<file path="src/rtl/ipl_pkg.sv">
// Shared types and constants for the inode group placement block.
// Holds item, result and table entry structs, state and pass codes.
// No dependencies.
package ipl_pkg;

  localparam int MAX_GROUPS = 64;
  localparam int COUNT_BITS = 16;
  localparam int GROUP_BITS = 6;
  localparam int NG_BITS    = 7;
  localparam int SUM_BITS   = 22;
  localparam int CFG_BITS   = 3;
  localparam int DVD_BITS   = 33;

  localparam logic [COUNT_BITS-1:0] COUNT_MAX = '1;

  localparam logic [1:0] MODE_LOAD    = 2'd0;
  localparam logic [1:0] MODE_DIR     = 2'd1;
  localparam logic [1:0] MODE_FILE    = 2'd2;
  localparam logic [1:0] MODE_RELEASE = 2'd3;

  localparam logic [1:0] STATUS_OK    = 2'd0;
  localparam logic [1:0] STATUS_NOFIT = 2'd1;
  localparam logic [1:0] STATUS_SAT   = 2'd2;

  localparam logic [CFG_BITS-1:0] CFG_NUM_GROUPS  = 3'd0;
  localparam logic [CFG_BITS-1:0] CFG_INODES_PG   = 3'd1;
  localparam logic [CFG_BITS-1:0] CFG_BLOCKS_PG   = 3'd2;
  localparam logic [CFG_BITS-1:0] CFG_TOTAL_BLKS  = 3'd3;
  localparam logic [CFG_BITS-1:0] CFG_OLD_POLICY  = 3'd4;

  localparam logic [2:0] DIV_AVG_I = 3'd0;
  localparam logic [2:0] DIV_AVG_B = 3'd1;
  localparam logic [2:0] DIV_AVG_D = 3'd2;
  localparam logic [2:0] DIV_SEED  = 3'd3;
  localparam logic [2:0] DIV_PG    = 3'd4;
  localparam logic [2:0] DIV_HASH  = 3'd5;

  typedef struct packed {
    logic [1:0]            mode;
    logic [GROUP_BITS-1:0] parent_group;
    logic [31:0]           parent_inode;
    logic                  parent_is_top;
    logic [31:0]           start_seed;
    logic [15:0]           entry_free_inodes;
    logic [15:0]           entry_free_blocks;
    logic [15:0]           entry_dirs;
    logic                  released_is_dir;
  } item_t;

  typedef struct packed {
    logic [GROUP_BITS-1:0] chosen_group;
    logic [1:0]            status;
    logic [SUM_BITS-1:0]   total_free_inodes;
    logic [SUM_BITS-1:0]   total_dirs;
  } result_t;

  typedef struct packed {
    logic [COUNT_BITS-1:0] fi;
    logic [COUNT_BITS-1:0] fb;
    logic [COUNT_BITS-1:0] dc;
  } entry_t;

  typedef enum logic [2:0] {
    ST_IDLE, ST_DIV, ST_SETUP, ST_SCAN_RD, ST_SCAN_EV, ST_UPD_RD, ST_UPD_WR
  } state_e;

  typedef enum logic [2:0] {
    P_OLD, P_TOP, P_NEAR, P_FBA, P_FBB, P_FPAR, P_FPROBE, P_FLIN
  } pass_e;

endpackage

</file>
<file path="src/rtl/inode_group_placement.sv">
// Inode group placement: per-group count table, placement scans and release.
// Depends on ipl_pkg and ipl_ram.
//
// Usage:
//   Items enter on item_i when start is high and busy is low. Each item gives
//   one result on result_o, marked by done_o for exactly one cycle; the
//   receiver cannot stall, so results are never held. Configuration is
//   written through cfg_we_i / cfg_idx_i / cfg_data_i while the block is idle
//   (the user's duty: not enforced); indexes 3 and 5 to 7 are ignored.
// Sequence:
//   Load and release: the entry is read (ST_UPD_RD), then written (ST_UPD_WR)
//   and the result registered onto done_o / result_o; a release of a group
//   outside the active range skips the read and writes nothing.
//   Placement: 6 serial divisions (averages and modulo starts, one shared
//   quotient bit per cycle), a setup step, then a read and an evaluate state
//   per group entry visited through the single table port, then the update
//   read and write (only the write when no group fits). Directory placement
//   visits up to 3n entries, file placement up to n + ceil(log2(n)) + 1.
//   One item is in work at a time.
// Reset:
//   Clears the sums, all table entries (per-entry valid bits) and sets the
//   registers to their defaults; the block is idle at once.
module inode_group_placement (
  input  logic                     clk_i,
  input  logic                     rst_ni,
  input  logic                     start,
  output logic                     busy,
  input  ipl_pkg::item_t           item_i,
  output logic                     done_o,
  output ipl_pkg::result_t         result_o,
  input  logic                     cfg_we_i,
  input  logic [ipl_pkg::CFG_BITS-1:0] cfg_idx_i,
  input  logic [31:0]              cfg_data_i
);
  import ipl_pkg::*;

  state_e state_q, state_d;
  pass_e  pass_q, pass_d;
  item_t  item_q, item_d;

  logic [NG_BITS-1:0]    ngrp_q, n_w;
  logic [15:0]           ipg_q, bpg_q;
  logic                  oldpol_q;

  logic [SUM_BITS-1:0]   sum_fi_q, sum_fi_d, sum_fb_q, sum_fb_d, sum_d_q, sum_d_d;
  logic [MAX_GROUPS-1:0] valid_q, valid_d;

  logic [SUM_BITS-1:0]   avg_i_q, avg_i_d, avg_b_q, avg_b_d, avg_d_q, avg_d_d;
  logic [GROUP_BITS-1:0] seed_mod_q, seed_mod_d, pg_mod_q, pg_mod_d;
  logic [GROUP_BITS-1:0] hash_mod_q, hash_mod_d;

  logic [2:0]            div_op_q, div_op_d;
  logic [5:0]            div_bit_q, div_bit_d;
  logic [NG_BITS-1:0]    div_rem_q, div_rem_d;
  logic [DVD_BITS-1:0]   div_dvd_q, div_dvd_d;
  logic [SUM_BITS-1:0]   div_quo_q, div_quo_d;
  logic [NG_BITS:0]      rem_ext;
  logic                  rem_ge;
  logic [NG_BITS-1:0]    rem_new;
  logic [SUM_BITS-1:0]   quo_new;

  logic [GROUP_BITS-1:0] g_q, g_d, start_q, start_d, best_q, best_d, tgt_q, tgt_d;
  logic [NG_BITS-1:0]    cnt_q, cnt_d, step_q, step_d, step_n;
  logic                  found_q, found_d, fail_q, fail_d;
  logic [COUNT_BITS-1:0] best_fb_q, best_fb_d, maxc_q, maxc_d;

  logic                  done_q, done_d;
  result_t               res_q, res_d;

  logic                  ram_we, rd_valid_q;
  logic [GROUP_BITS-1:0] ram_addr;
  entry_t                ram_wdata, ram_rdata, ent;

  logic                  fi_nz, c_avg_i, c_old, c_top, c_near, c_file, last;
  logic [SUM_BITS:0]     dir_cap;
  logic [GROUP_BITS-1:0] lin_g, probe_g, adv_g, probe_next_g;

  function automatic logic [GROUP_BITS-1:0] wrap_add(logic [GROUP_BITS-1:0] g,
                                                     logic [NG_BITS-1:0] inc,
                                                     logic [NG_BITS-1:0] n);
    logic [NG_BITS:0] s;
    s = {2'b00, g} + {1'b0, inc};
    if (s >= {1'b0, n}) begin
      s = s - {1'b0, n};
    end
    return s[GROUP_BITS-1:0];
  endfunction

  function automatic logic [DVD_BITS-1:0] dividend(logic [2:0] op, item_t it,
                                                   logic [SUM_BITS-1:0] s_fi,
                                                   logic [SUM_BITS-1:0] s_fb,
                                                   logic [SUM_BITS-1:0] s_d);
    logic [DVD_BITS-1:0] v;
    case (op)
      DIV_AVG_I: v = {{(DVD_BITS-SUM_BITS){1'b0}}, s_fi};
      DIV_AVG_B: v = {{(DVD_BITS-SUM_BITS){1'b0}}, s_fb};
      DIV_AVG_D: v = {{(DVD_BITS-SUM_BITS){1'b0}}, s_d};
      DIV_SEED:  v = {1'b0, it.start_seed};
      DIV_PG:    v = {{(DVD_BITS-GROUP_BITS){1'b0}}, it.parent_group};
      DIV_HASH:  v = {1'b0, it.parent_inode}
                     + {{(DVD_BITS-GROUP_BITS){1'b0}}, it.parent_group};
      default:   v = '0;
    endcase
    return v;
  endfunction

  assign n_w  = (ngrp_q == '0) ? NG_BITS'(1) :
                (ngrp_q > NG_BITS'(MAX_GROUPS)) ? NG_BITS'(MAX_GROUPS) : ngrp_q;
  assign busy = (state_q != ST_IDLE);

  assign ram_addr = (state_q == ST_UPD_RD || state_q == ST_UPD_WR) ? tgt_q : g_q;
  assign ent      = rd_valid_q ? ram_rdata : '0;

  ipl_ram #(
    .WIDTH($bits(entry_t)),
    .DEPTH(MAX_GROUPS)
  ) u_table (
    .clk_i  (clk_i),
    .we_i   (ram_we),
    .addr_i (ram_addr),
    .wdata_i(ram_wdata),
    .rdata_o(ram_rdata)
  );

  assign rem_ext = {div_rem_q, div_dvd_q[DVD_BITS-1]};
  assign rem_ge  = (rem_ext >= {1'b0, n_w});
  assign rem_new = rem_ge ? NG_BITS'(rem_ext - {1'b0, n_w}) : rem_ext[NG_BITS-1:0];
  assign quo_new = {div_quo_q[SUM_BITS-2:0], rem_ge};

  assign fi_nz    = (ent.fi != '0);
  assign c_avg_i  = ({6'b0, ent.fi} >= avg_i_q);
  assign c_old    = fi_nz && c_avg_i;
  assign c_top    = fi_nz && (ent.dc < maxc_q) && c_avg_i && ({6'b0, ent.fb} >= avg_b_q);
  assign dir_cap  = {1'b0, avg_d_q} + {11'b0, ipg_q[15:4]};
  assign c_near   = fi_nz && ({7'b0, ent.dc} < dir_cap)
                    && (({7'b0, ent.fi} + {9'b0, ipg_q[15:2]}) >= {1'b0, avg_i_q})
                    && (({7'b0, ent.fb} + {9'b0, bpg_q[15:2]}) >= {1'b0, avg_b_q});
  assign c_file   = fi_nz && (ent.fb != '0);
  assign last     = ((cnt_q + NG_BITS'(1)) == n_w);

  assign lin_g        = (({1'b0, item_q.parent_group} + NG_BITS'(1)) >= n_w) ? '0 :
                        item_q.parent_group + GROUP_BITS'(1);
  assign probe_g      = wrap_add(hash_mod_q, NG_BITS'(1), n_w);
  assign adv_g        = wrap_add(g_q, NG_BITS'(1), n_w);
  assign step_n       = {step_q[NG_BITS-2:0], 1'b0};
  assign probe_next_g = wrap_add(g_q, step_n, n_w);

  always_comb begin
    logic upd;
    entry_t ne;
    state_d    = state_q;
    pass_d     = pass_q;
    item_d     = item_q;
    sum_fi_d   = sum_fi_q;
    sum_fb_d   = sum_fb_q;
    sum_d_d    = sum_d_q;
    valid_d    = valid_q;
    avg_i_d    = avg_i_q;
    avg_b_d    = avg_b_q;
    avg_d_d    = avg_d_q;
    seed_mod_d = seed_mod_q;
    pg_mod_d   = pg_mod_q;
    hash_mod_d = hash_mod_q;
    div_op_d   = div_op_q;
    div_bit_d  = div_bit_q;
    div_rem_d  = div_rem_q;
    div_dvd_d  = div_dvd_q;
    div_quo_d  = div_quo_q;
    g_d        = g_q;
    start_d    = start_q;
    best_d     = best_q;
    tgt_d      = tgt_q;
    cnt_d      = cnt_q;
    step_d     = step_q;
    found_d    = found_q;
    fail_d     = fail_q;
    best_fb_d  = best_fb_q;
    maxc_d     = maxc_q;
    done_d     = 1'b0;
    res_d      = res_q;
    ram_we     = 1'b0;
    ram_wdata  = ent;
    upd        = 1'b0;
    ne         = ent;

    case (state_q)
      ST_IDLE: begin
        if (start) begin
          item_d = item_i;
          fail_d = 1'b0;
          tgt_d  = item_i.parent_group;
          case (item_i.mode)
            MODE_LOAD: begin
              state_d = ST_UPD_RD;
            end
            MODE_RELEASE: begin
              if ({1'b0, item_i.parent_group} >= n_w) begin
                fail_d  = 1'b1;
                state_d = ST_UPD_WR;
              end else begin
                state_d = ST_UPD_RD;
              end
            end
            default: begin
              div_op_d  = DIV_AVG_I;
              div_bit_d = '0;
              div_rem_d = '0;
              div_quo_d = '0;
              div_dvd_d = dividend(DIV_AVG_I, item_i, sum_fi_q, sum_fb_q, sum_d_q);
              state_d   = ST_DIV;
            end
          endcase
        end
      end

      ST_DIV: begin
        div_rem_d = rem_new;
        div_quo_d = quo_new;
        div_dvd_d = {div_dvd_q[DVD_BITS-2:0], 1'b0};
        div_bit_d = div_bit_q + 6'd1;
        if (div_bit_q == 6'(DVD_BITS - 1)) begin
          case (div_op_q)
            DIV_AVG_I: avg_i_d    = quo_new;
            DIV_AVG_B: avg_b_d    = quo_new;
            DIV_AVG_D: avg_d_d    = quo_new;
            DIV_SEED:  seed_mod_d = rem_new[GROUP_BITS-1:0];
            DIV_PG:    pg_mod_d   = rem_new[GROUP_BITS-1:0];
            default:   hash_mod_d = rem_new[GROUP_BITS-1:0];
          endcase
          if (div_op_q == DIV_HASH) begin
            state_d = ST_SETUP;
          end else begin
            div_op_d  = div_op_q + 3'd1;
            div_bit_d = '0;
            div_rem_d = '0;
            div_quo_d = '0;
            div_dvd_d = dividend(div_op_q + 3'd1, item_q, sum_fi_q, sum_fb_q, sum_d_q);
          end
        end
      end

      ST_SETUP: begin
        cnt_d   = '0;
        found_d = 1'b0;
        maxc_d  = ipg_q;
        state_d = ST_SCAN_RD;
        if (item_q.mode == MODE_FILE) begin
          if ({1'b0, item_q.parent_group} < n_w) begin
            pass_d = P_FPAR;
            g_d    = item_q.parent_group;
          end else if (n_w > NG_BITS'(1)) begin
            pass_d = P_FPROBE;
            step_d = NG_BITS'(1);
            g_d    = probe_g;
          end else begin
            pass_d = P_FLIN;
            g_d    = lin_g;
          end
        end else if (oldpol_q) begin
          pass_d = P_OLD;
          g_d    = '0;
        end else if (item_q.parent_is_top) begin
          pass_d  = P_TOP;
          g_d     = seed_mod_q;
          start_d = seed_mod_q;
        end else begin
          pass_d  = P_NEAR;
          g_d     = pg_mod_q;
          start_d = pg_mod_q;
        end
      end

      ST_SCAN_RD: begin
        state_d = ST_SCAN_EV;
      end

      ST_SCAN_EV: begin
        state_d = ST_SCAN_RD;
        g_d     = adv_g;
        cnt_d   = cnt_q + NG_BITS'(1);
        case (pass_q)
          P_OLD, P_TOP: begin
            if (pass_q == P_OLD) begin
              upd = c_old && (!found_q || ent.fb > best_fb_q);
            end else begin
              upd = c_top;
            end
            if (upd) begin
              best_d    = g_q;
              best_fb_d = ent.fb;
              maxc_d    = ent.dc;
              found_d   = 1'b1;
            end
            if (last) begin
              if (found_q || upd) begin
                tgt_d   = upd ? g_q : best_q;
                state_d = ST_UPD_RD;
              end else if (pass_q == P_TOP) begin
                pass_d = P_FBA;
                g_d    = start_q;
                cnt_d  = '0;
              end else begin
                fail_d  = 1'b1;
                state_d = ST_UPD_WR;
              end
            end
          end
          P_NEAR, P_FBA, P_FBB, P_FLIN: begin
            case (pass_q)
              P_NEAR:  upd = c_near;
              P_FBA:   upd = c_old;
              default: upd = fi_nz;
            endcase
            if (upd) begin
              tgt_d   = g_q;
              state_d = ST_UPD_RD;
            end else if (last) begin
              g_d   = start_q;
              cnt_d = '0;
              if (pass_q == P_NEAR) begin
                pass_d = P_FBA;
              end else if (pass_q == P_FBA && avg_i_q != '0) begin
                pass_d = P_FBB;
              end else begin
                fail_d  = 1'b1;
                state_d = ST_UPD_WR;
              end
            end
          end
          P_FPAR: begin
            cnt_d = '0;
            if (c_file) begin
              tgt_d   = g_q;
              state_d = ST_UPD_RD;
            end else if (n_w > NG_BITS'(1)) begin
              pass_d = P_FPROBE;
              step_d = NG_BITS'(1);
              g_d    = probe_g;
            end else begin
              pass_d = P_FLIN;
              g_d    = lin_g;
            end
          end
          default: begin
            cnt_d = '0;
            if (c_file) begin
              tgt_d   = g_q;
              state_d = ST_UPD_RD;
            end else if (step_n < n_w) begin
              step_d = step_n;
              g_d    = probe_next_g;
            end else begin
              pass_d = P_FLIN;
              g_d    = lin_g;
            end
          end
        endcase
      end

      ST_UPD_RD: begin
        state_d = ST_UPD_WR;
      end

      ST_UPD_WR: begin
        state_d = ST_IDLE;
        done_d  = 1'b1;
        res_d.chosen_group = '0;
        res_d.status       = STATUS_OK;
        if (fail_q) begin
          res_d.status = STATUS_NOFIT;
        end else begin
          ram_we = 1'b1;
          valid_d[tgt_q] = 1'b1;
          case (item_q.mode)
            MODE_LOAD: begin
              ne.fi    = item_q.entry_free_inodes;
              ne.fb    = item_q.entry_free_blocks;
              ne.dc    = item_q.entry_dirs;
              sum_fi_d = sum_fi_q - {6'b0, ent.fi} + {6'b0, ne.fi};
              sum_fb_d = sum_fb_q - {6'b0, ent.fb} + {6'b0, ne.fb};
              sum_d_d  = sum_d_q - {6'b0, ent.dc} + {6'b0, ne.dc};
            end
            MODE_RELEASE: begin
              if (ent.fi == COUNT_MAX) begin
                res_d.status = STATUS_SAT;
              end else begin
                ne.fi    = ent.fi + 16'd1;
                sum_fi_d = sum_fi_q + 22'd1;
              end
              if (item_q.released_is_dir) begin
                if (ent.dc == '0) begin
                  res_d.status = STATUS_SAT;
                end else begin
                  ne.dc   = ent.dc - 16'd1;
                  sum_d_d = sum_d_q - 22'd1;
                end
              end
            end
            default: begin
              res_d.chosen_group = tgt_q;
              ne.fi    = ent.fi - 16'd1;
              sum_fi_d = sum_fi_q - 22'd1;
              if (item_q.mode == MODE_DIR) begin
                if (ent.dc == COUNT_MAX) begin
                  res_d.status = STATUS_SAT;
                end else begin
                  ne.dc   = ent.dc + 16'd1;
                  sum_d_d = sum_d_q + 22'd1;
                end
              end
            end
          endcase
          ram_wdata = ne;
        end
        res_d.total_free_inodes = sum_fi_d;
        res_d.total_dirs        = sum_d_d;
      end

      default: begin
        state_d = ST_IDLE;
      end
    endcase
  end

  always_ff @(posedge clk_i or negedge rst_ni) begin
    if (!rst_ni) begin
      state_q   <= ST_IDLE;
      pass_q    <= P_OLD;
      ngrp_q    <= NG_BITS'(1);
      ipg_q     <= 16'd8192;
      bpg_q     <= 16'd32768;
      oldpol_q  <= 1'b0;
      sum_fi_q  <= '0;
      sum_fb_q  <= '0;
      sum_d_q   <= '0;
      valid_q   <= '0;
      div_op_q  <= '0;
      div_bit_q <= '0;
      cnt_q     <= '0;
      step_q    <= '0;
      found_q   <= 1'b0;
      fail_q    <= 1'b0;
      done_q    <= 1'b0;
    end else begin
      state_q   <= state_d;
      pass_q    <= pass_d;
      sum_fi_q  <= sum_fi_d;
      sum_fb_q  <= sum_fb_d;
      sum_d_q   <= sum_d_d;
      valid_q   <= valid_d;
      div_op_q  <= div_op_d;
      div_bit_q <= div_bit_d;
      cnt_q     <= cnt_d;
      step_q    <= step_d;
      found_q   <= found_d;
      fail_q    <= fail_d;
      done_q    <= done_d;
      if (cfg_we_i) begin
        case (cfg_idx_i)
          CFG_NUM_GROUPS: ngrp_q   <= cfg_data_i[NG_BITS-1:0];
          CFG_INODES_PG:  ipg_q    <= cfg_data_i[15:0];
          CFG_BLOCKS_PG:  bpg_q    <= cfg_data_i[15:0];
          CFG_OLD_POLICY: oldpol_q <= cfg_data_i[0];
          default: ;
        endcase
      end
    end
  end

  always_ff @(posedge clk_i) begin
    item_q     <= item_d;
    avg_i_q    <= avg_i_d;
    avg_b_q    <= avg_b_d;
    avg_d_q    <= avg_d_d;
    seed_mod_q <= seed_mod_d;
    pg_mod_q   <= pg_mod_d;
    hash_mod_q <= hash_mod_d;
    div_rem_q  <= div_rem_d;
    div_dvd_q  <= div_dvd_d;
    div_quo_q  <= div_quo_d;
    g_q        <= g_d;
    start_q    <= start_d;
    best_q     <= best_d;
    tgt_q      <= tgt_d;
    best_fb_q  <= best_fb_d;
    maxc_q     <= maxc_d;
    res_q      <= res_d;
    rd_valid_q <= valid_q[ram_addr];
  end

  assign done_o   = done_q;
  assign result_o = res_q;

`ifndef ASSERT_OFF
  a_upd_gives_done: assert property (@(posedge clk_i) disable iff (!rst_ni)
    state_q == ST_UPD_WR |=> done_o)
    else $error("update did not produce a result strobe");

  a_scan_in_range: assert property (@(posedge clk_i) disable iff (!rst_ni)
    state_q == ST_SCAN_EV |-> ({1'b0, g_q} < n_w))
    else $error("scan visited a group outside the active range");

  a_done_idle: assert property (@(posedge clk_i) disable iff (!rst_ni)
    done_o |-> !busy)
    else $error("result strobe while an item is still in work");
`endif

endmodule

</file>
<file path="src/rtl/ipl_ram.sv">
// Generic single-port RAM with registered read data.
// No dependencies.
module ipl_ram #(
  parameter int WIDTH = 48,
  parameter int DEPTH = 64
) (
  input  logic                     clk_i,
  input  logic                     we_i,
  input  logic [$clog2(DEPTH)-1:0] addr_i,
  input  logic [WIDTH-1:0]         wdata_i,
  output logic [WIDTH-1:0]         rdata_o
);

  logic [WIDTH-1:0] mem [DEPTH];
  logic [WIDTH-1:0] rdata_q;

  always_ff @(posedge clk_i) begin
    if (we_i) begin
      mem[addr_i] <= wdata_i;
    end
    rdata_q <= mem[addr_i];
  end

  assign rdata_o = rdata_q;

endmodule

</file>
<file path="config.mk">
export PLATFORM = sky130hd
export DESIGN_NAME = inode_group_placement
export DESIGN_NICKNAME = d
export VERILOG_FILES = /design/src/rtl/ipl_pkg.sv /design/src/rtl/inode_group_placement.sv /design/src/rtl/ipl_ram.sv
export SDC_FILE = /design/constraint.sdc
export NUM_CORES = 2
export LEC_CHECK = 0
export BUFFER_PORTS_ARGS = -buffer_cell sky130_fd_sc_hd__buf_2
export CORE_MARGIN = 4
export CORE_UTILIZATION = 55
export DETAILED_ROUTE_END_ITERATION = 10
export PLACE_DENSITY = 0.71
export SYNTH_ARGS = -nofsm -noshare
export SYNTH_HDL_FRONTEND = slang
export SYNTH_SLANG_ARGS = --single-unit
</file>
<file path="constraint.sdc">
create_clock -name clk_i -period 10.5 [get_ports clk_i]
set_clock_uncertainty 0.05 [all_clocks]
set_input_delay 1.575 -clock clk_i [delete_from_list [all_inputs] [get_ports clk_i]]
set_output_delay 1.575 -clock clk_i [all_outputs]
set_load 0.05 [all_outputs]
</file>
Word level (Yosys, flattened, before mapping)
Memory sizes are Yosys's and may differ from the RTL's. A register that Yosys moved wholly into a read port is not among the register bits.
Cells that the tools add are included.
- register bits: 578
- memory bits (writable): 3072
- word-level logic and storage cells: 387
- memories kept: 1
- memories (name ; words ; bits a word ; rd ports ; clocked after Yosys merged registers in ; wr ports ; line ; RTL):
    u_table.mem ; 64 ; 48 ; 1 ; 1 ; 1 ; ipl_ram.sv:14 ; logic [WIDTH-1:0] mem [DEPTH];
- $add $sub $neg: 30
- magnitude comparators: 20
- equality and inequality tests: 61
- muxes and demuxes: 163
- bitwise gates (word level): 5
- reductions and logical operators: 61
- operator list (cell ; count):
    33-bit case mux with 6 select lines ; 1
    6-bit two-way mux ; 28
    22-bit two-way mux ; 7
    48-bit two-way mux ; 3
    33-bit two-way mux ; 4
    16-bit two-way mux ; 8
    7-bit two-way mux ; 18
    16-bit case mux with 2 select lines ; 3
    22-bit case mux with 2 select lines ; 2
    21-bit two-way mux ; 4
    3-bit two-way mux ; 26
    7-bit case mux with 2 select lines ; 5
    22-bit by 16-bit adder with 22-bit output ; 3
    33-bit case mux with 2 select lines ; 1
    22-bit by 16-bit subtractor with 22-bit output ; 3
    64-bit OR ; 1
    6-bit case mux with 2 select lines ; 4
    22-bit by 1-bit adder with 22-bit output (second input constant) ; 2
    16-bit by 22-bit >= comparator with 1-bit output ; 2
    17-bit by 22-bit >= comparator with 1-bit output ; 2
    22-bit by 1-bit subtractor with 22-bit output (second input constant) ; 2
    21-bit case mux with 2 select lines ; 1
    3-bit != test (second input constant) ; 13
    3-bit AND reduction ; 12
    66 further kinds ; 185

Longest topological paths before layout
- depth after elaboration: 13
- mapped depth: 31

By module
From an unflattened synthesis, not the netlist that was laid out.
- cell total of the unflattened synthesis: 10647
- area total of the unflattened synthesis: 157783.8 sq um
- modules (own cells, without submodules) (module ; times used ; cells an instance ; area an instance (sq um) ; seq. area each (sq um)):
    ipl_ram ; 1 ; 6415 ; 117352.6 ; 93209.4
    inode_group_placement ; 1 ; 4232 ; 40431.3 ; 16264.3

Worst setup path before layout
Ideal clock, no wire load.
- kind: input-to-reg
- start: input port start
- end: register tgt_q[0] (enable)
- setup time: 0.324 ns
- data arrival time: 7.418 ns
- data required time: 10.126 ns
- setup slack: 2.708 ns
- stages: 3
- path buffers: 0
- cells stage by stage: inv_1 nor2_1 o21a_1
- word-level cells in the longest chain between the ends: 2
- RTL lines (what ; line ; RTL):
    from (decl) ; inode_group_placement.sv:26 ; input logic start,
    2-bit != test (no line) ; - ;
    6-bit AND reduction (no line) ; - ;
    to (signal assigned) ; inode_group_placement.sv:484 ; tgt_q <= tgt_d;
    to (decl) ; inode_group_placement.sv:62 ; logic [GROUP_BITS-1:0] g_q, g_d, start_q, start_d, best_q, best_d, tgt_q, tgt_d;
Every way passes these cells.
A chain may end at the register's enable or synchronous reset.

Worst setup path after layout
- start: register rd_valid_q
- end: register cnt_q[6]
- word-level cells in the longest chain between the ends: 13
- RTL lines (what ; line ; RTL):
    from (decl) ; inode_group_placement.sv:70 ; logic ram_we, rd_valid_q;
    from (signal assigned) ; inode_group_placement.sv:488 ; rd_valid_q <= valid_q[ram_addr];
    48-bit two-way mux (*) ; inode_group_placement.sv:112 ; assign ent = rd_valid_q ? ram_rdata : '0;
    branches (longest 10 deep; another with 17-bit by 22-bit >= comparator with 1-bit output) ; - ;
    7-bit case mux with 2 select lines (*) ; inode_group_placement.sv:281 ; case (pass_q)
    7-bit case mux with 2 select lines (*) ; inode_group_placement.sv:186 ; case (state_q)
    to (signal assigned) ; inode_group_placement.sv:453 ; cnt_q <= cnt_d;
    to (decl) ; inode_group_placement.sv:63 ; logic [NG_BITS-1:0] cnt_q, cnt_d, step_q, step_d, step_n;
Every way passes the cells marked *. The select of a mux whose other input is x is not followed.

==> summary.txt <==
Clock tree
  • CTS H-tree lvls: 5
  • CTS Hold Buffers Added: 0
  • CTS resizes: 0
  • CTS tree: done
  • TritonCTS Sinks: 3,695
  • Clk pin slew, worst setup/hold paths: 0.06 ns
  • Clk buf depth: 4
  • # Post-CTS Setup Buffers: 0
  • Num CTS Buffers: 364
  • Skew-Pair Late Insertion Delay: 0.99 ns
  • CTS root buf: clkbuf_16

Drt
  • Via density: 7.13
  • Drt pass-1 iters: 8
  • Residual DRC: 0
  • Routed len/inst: 35.7 um
  • Post-route ant nets: 0
  • DR vias: 99,800
  • Drt first-iter violations: around 16,000
  • Routed WL: 499,000 um

Place
  • Pre-CTS WS: ~3.4 ns
  • IO buf count: between 150 and 200
  • Post-DP HPWL: 287,000 um
  • Placed insts: 13,300
  • Gpl congestion: 0.921
  • Placed instance area: about 160,000 um2

Yosys
  • Post-synth EDFFs: 3,447
  • Share of the synthesized area in the top cell type: 68.7%
  • Avg Inst Size Synth: 15.4 um2
  • Synthesized area: 151,000 um2
  • Synth cell types: 102
  • Dominant synthesized flop cell: edfxtp_1
  • Ys Warns: 0
  • #FFs+latches synth: 3,695
  • Synth area leader: edfxtp_1
  • Largest cells by area after synthesis: edfxtp_1 (69%), a22oi_1 (4.4%), dfrtp_1 (3.3%)
  • Register area share after synthesis: slightly above 70%
  • Async SR Flop Fraction: 5.39%
  • Post-Syn Nets: 10,400
  • Syn Inst Count: 9,822

Layout
  • Layout cells sized above 1: 12.2%
  • Commonest non-fill, non-tap cell in the layout: edfxtp_1
  • Register Area: 109,000 um2
  • Area Growth Syn to Fin: 12.3%
  • Final-layout fill cell count: 19,100
  • Design Area, Final: 169,000 um2
  • Final Core Density: 62.3%
  • Area of the multi-input gates: ~39,000 um2
  • Layout Cells excl Fill: 14,000
  • Final Net Count: 10,600
  • Commonest non-fill, non-tap cells in the layout: edfxtp_1 (3,447), a22oi_1 (875), nand2_1 (427)

Global routing
  • Pin count of the biggest net entering global routing: 138
  • Initial antenna violation count: 22
  • Vias in the first global route: 94,900
  • GRT Overall Usage: approximately a third
  • Congestion Overflow GR: 0
  • First-pass GRT wire length: about 700,000 um

Timing
  • RSZ-0062 raised after global routing: false
  • Ratio of final minimum period to clock period: between 60% and 70%
  • Worst setup margin: 3.33 ns
  • Fin. max-slew vios: 8
  • Post-route setup TNS: 0 ns
  • Fin. Hold Viols: 0
  • Count of final setup violators: 0
  • Tmin final: approximately 7.2 ns
  • Worst Tran Pin Value: approximately 1.5 ns
  • Relative slew slack: -0.943%
  • FMAX: 139 MHz

Min path
  • Worst Hold Class: reg -> reg

Power and ir drop
  • Lkg Pwr: roughly 58 nW
  • PwrDens: ~280 nW/um2
  • Maximum vdd drop: 0.000235 V

Floorplan
  • Die extent in x: 532 um
  • DIE AREA: between 200,000 and 300,000 um2
  • Starting Density: 55.5%
  • Core Footprint: approximately 270,000 um2
  • # IOs: 215
  • # rows: 191
  • Die Ht: between 500 and 600 um

Worst setup path
  • Critical path arrival: 7.91 ns
  • Startpoint types: flip-flop
  • Critical setup path kind: reg -> reg
  • Endpoint class of the critical path: flip-flop
  • CP max FO: between 40 and 50
  • CP required: 11.24 ns

Outcome
  • Failing checks: capacitance limit, slew limit
  • Status: finished, violations left

Job
  • Max Cap Violations: 1
## worst paths after layout
path / startpoint / end / slack [ns] / depth (start not counted)
max: rd_valid_q / cnt_q[6] / 3.33 / 24
min reg2reg: valid_q[44] / valid_q[44] / 0.41 / 1
max reg2reg: rd_valid_q / cnt_q[6] / 3.33 / 24
min: valid_q[44] / valid_q[44] / 0.41 / 1
max in group asynchronous: rst_ni / sum_d_q[20] / 7.60 / 3
min in group asynchronous: rst_ni / step_q[0] / 0.55 / 1
## flip-flops by register name (all words and copies together) (netlist names), 33 cells and up
name             flops
valid_q             64
u_table.mem       3072
u_table.rdata_o     48
div_dvd_q           33
result_o            52
item_q             122
## kinds of logic after synthesis
kind of cell	share of synthesized area (%)
DFF	72.6
AOI/OAI and AO/OA	14.9
and+or+nand+nor	4.55
buffers and inverters	2.53
adders and majority gates	3.37
xor gates and xnor gates	1.32
muxes	0.713
## synth_stat cells (20+ instances only)
master    instances
xor2_1           70
a221oi_1        425
edfxtp_1       3447
o22ai_1          40
buf_1            70
a21oi_1         254
o211ai_1         20
nand4_1          76
fa_1             54
nand3_1         147
and2_1           46
xnor2_1         157
o21a_1           24
dfrtp_1         196
nor2b_1          32
a211oi_1         27
buf_2           172
a221o_1          24
inv_1           371
clkbuf_1        315
o221ai_1         32
or3_1            22
a22oi_1         875
nand2_1         433
and3_1           71
dfxtp_1          49
mux2i_1          29
mux2_2           67
a31oi_1         385
nor3_1           65
nor4_1          106
nor2_1          314
a22o_1          398
nand2b_1         32
a21o_1          122
ha_1            313
o21ai_0         276
## stage by stage
stage | hold WS (ns) | power (mW)
2_1_floorplan | 0.378 | 27.7
3_3_place_gp | 0.387 | 33.2
3_5_place_dp | 0.395 | 33.5
4_1_cts | 0.409 | 46.4
5_1_grt | 0.422 | 48.4
6_report | 0.409 | 46.9
## critical path, cell delays in order, from the launching register on
cell and delay (ns):
dfxtp_2 0.77, buf_4 0.54, nand2_1 0.30, inv_2 0.26, o22a_1 0.20, a221oi_1 0.08, a211o_1 0.29, maj3_1 0.37
maj3_2 0.33, nor2b_1 0.18, nor3_2 0.06, o21bai_1 0.23, a211oi_2 0.13, nor3_1 0.18, ha_1 0.33, a311o_1 0.37
a221oi_1 0.29, o21ai_0 0.20, a221o_1 0.39, nand4_1 0.09, nand2b_1 0.16, a31oi_4 0.36, a2111o_1 0.52, o21ai_0 0.14
a21o_1 0.20
## cell type report
type | instances | area share [%]
Antenna cell | 26 | 0.0384
Inverter | 378 | 0.838
Tap cell | 3570 | 2.64
Multi-Input combinational cell | 5183 | 22.9
Clock inverter | 211 | 1.39
Sequential cell | 3695 | 64.6
Timing Repair Buffer | 476 | 1.93
Clock buffer | 453 | 5.65
## power by group
group | leakage [nW] | internal (mW) | switching, mW | total [mW]
Sequential | 34.8 | 17.5 | 0.993 | 18.5
Clock | 5.79 | 7.41 | 5.69 | 13.1
Combinational | 17.1 | 4.78 | 10.6 | 15.4
Total | 57.7 | 29.7 | 17.3 | 46.9
## layer usage
layer / global-route usage, % / share of wire [%]
met2: 52.5 / 45
met5: 0 / 0.012
met3: 8.32 / 13
met4: 17.4 / 6.0
met1: 46.1 / 36
(Power assumes the default switching activity.)
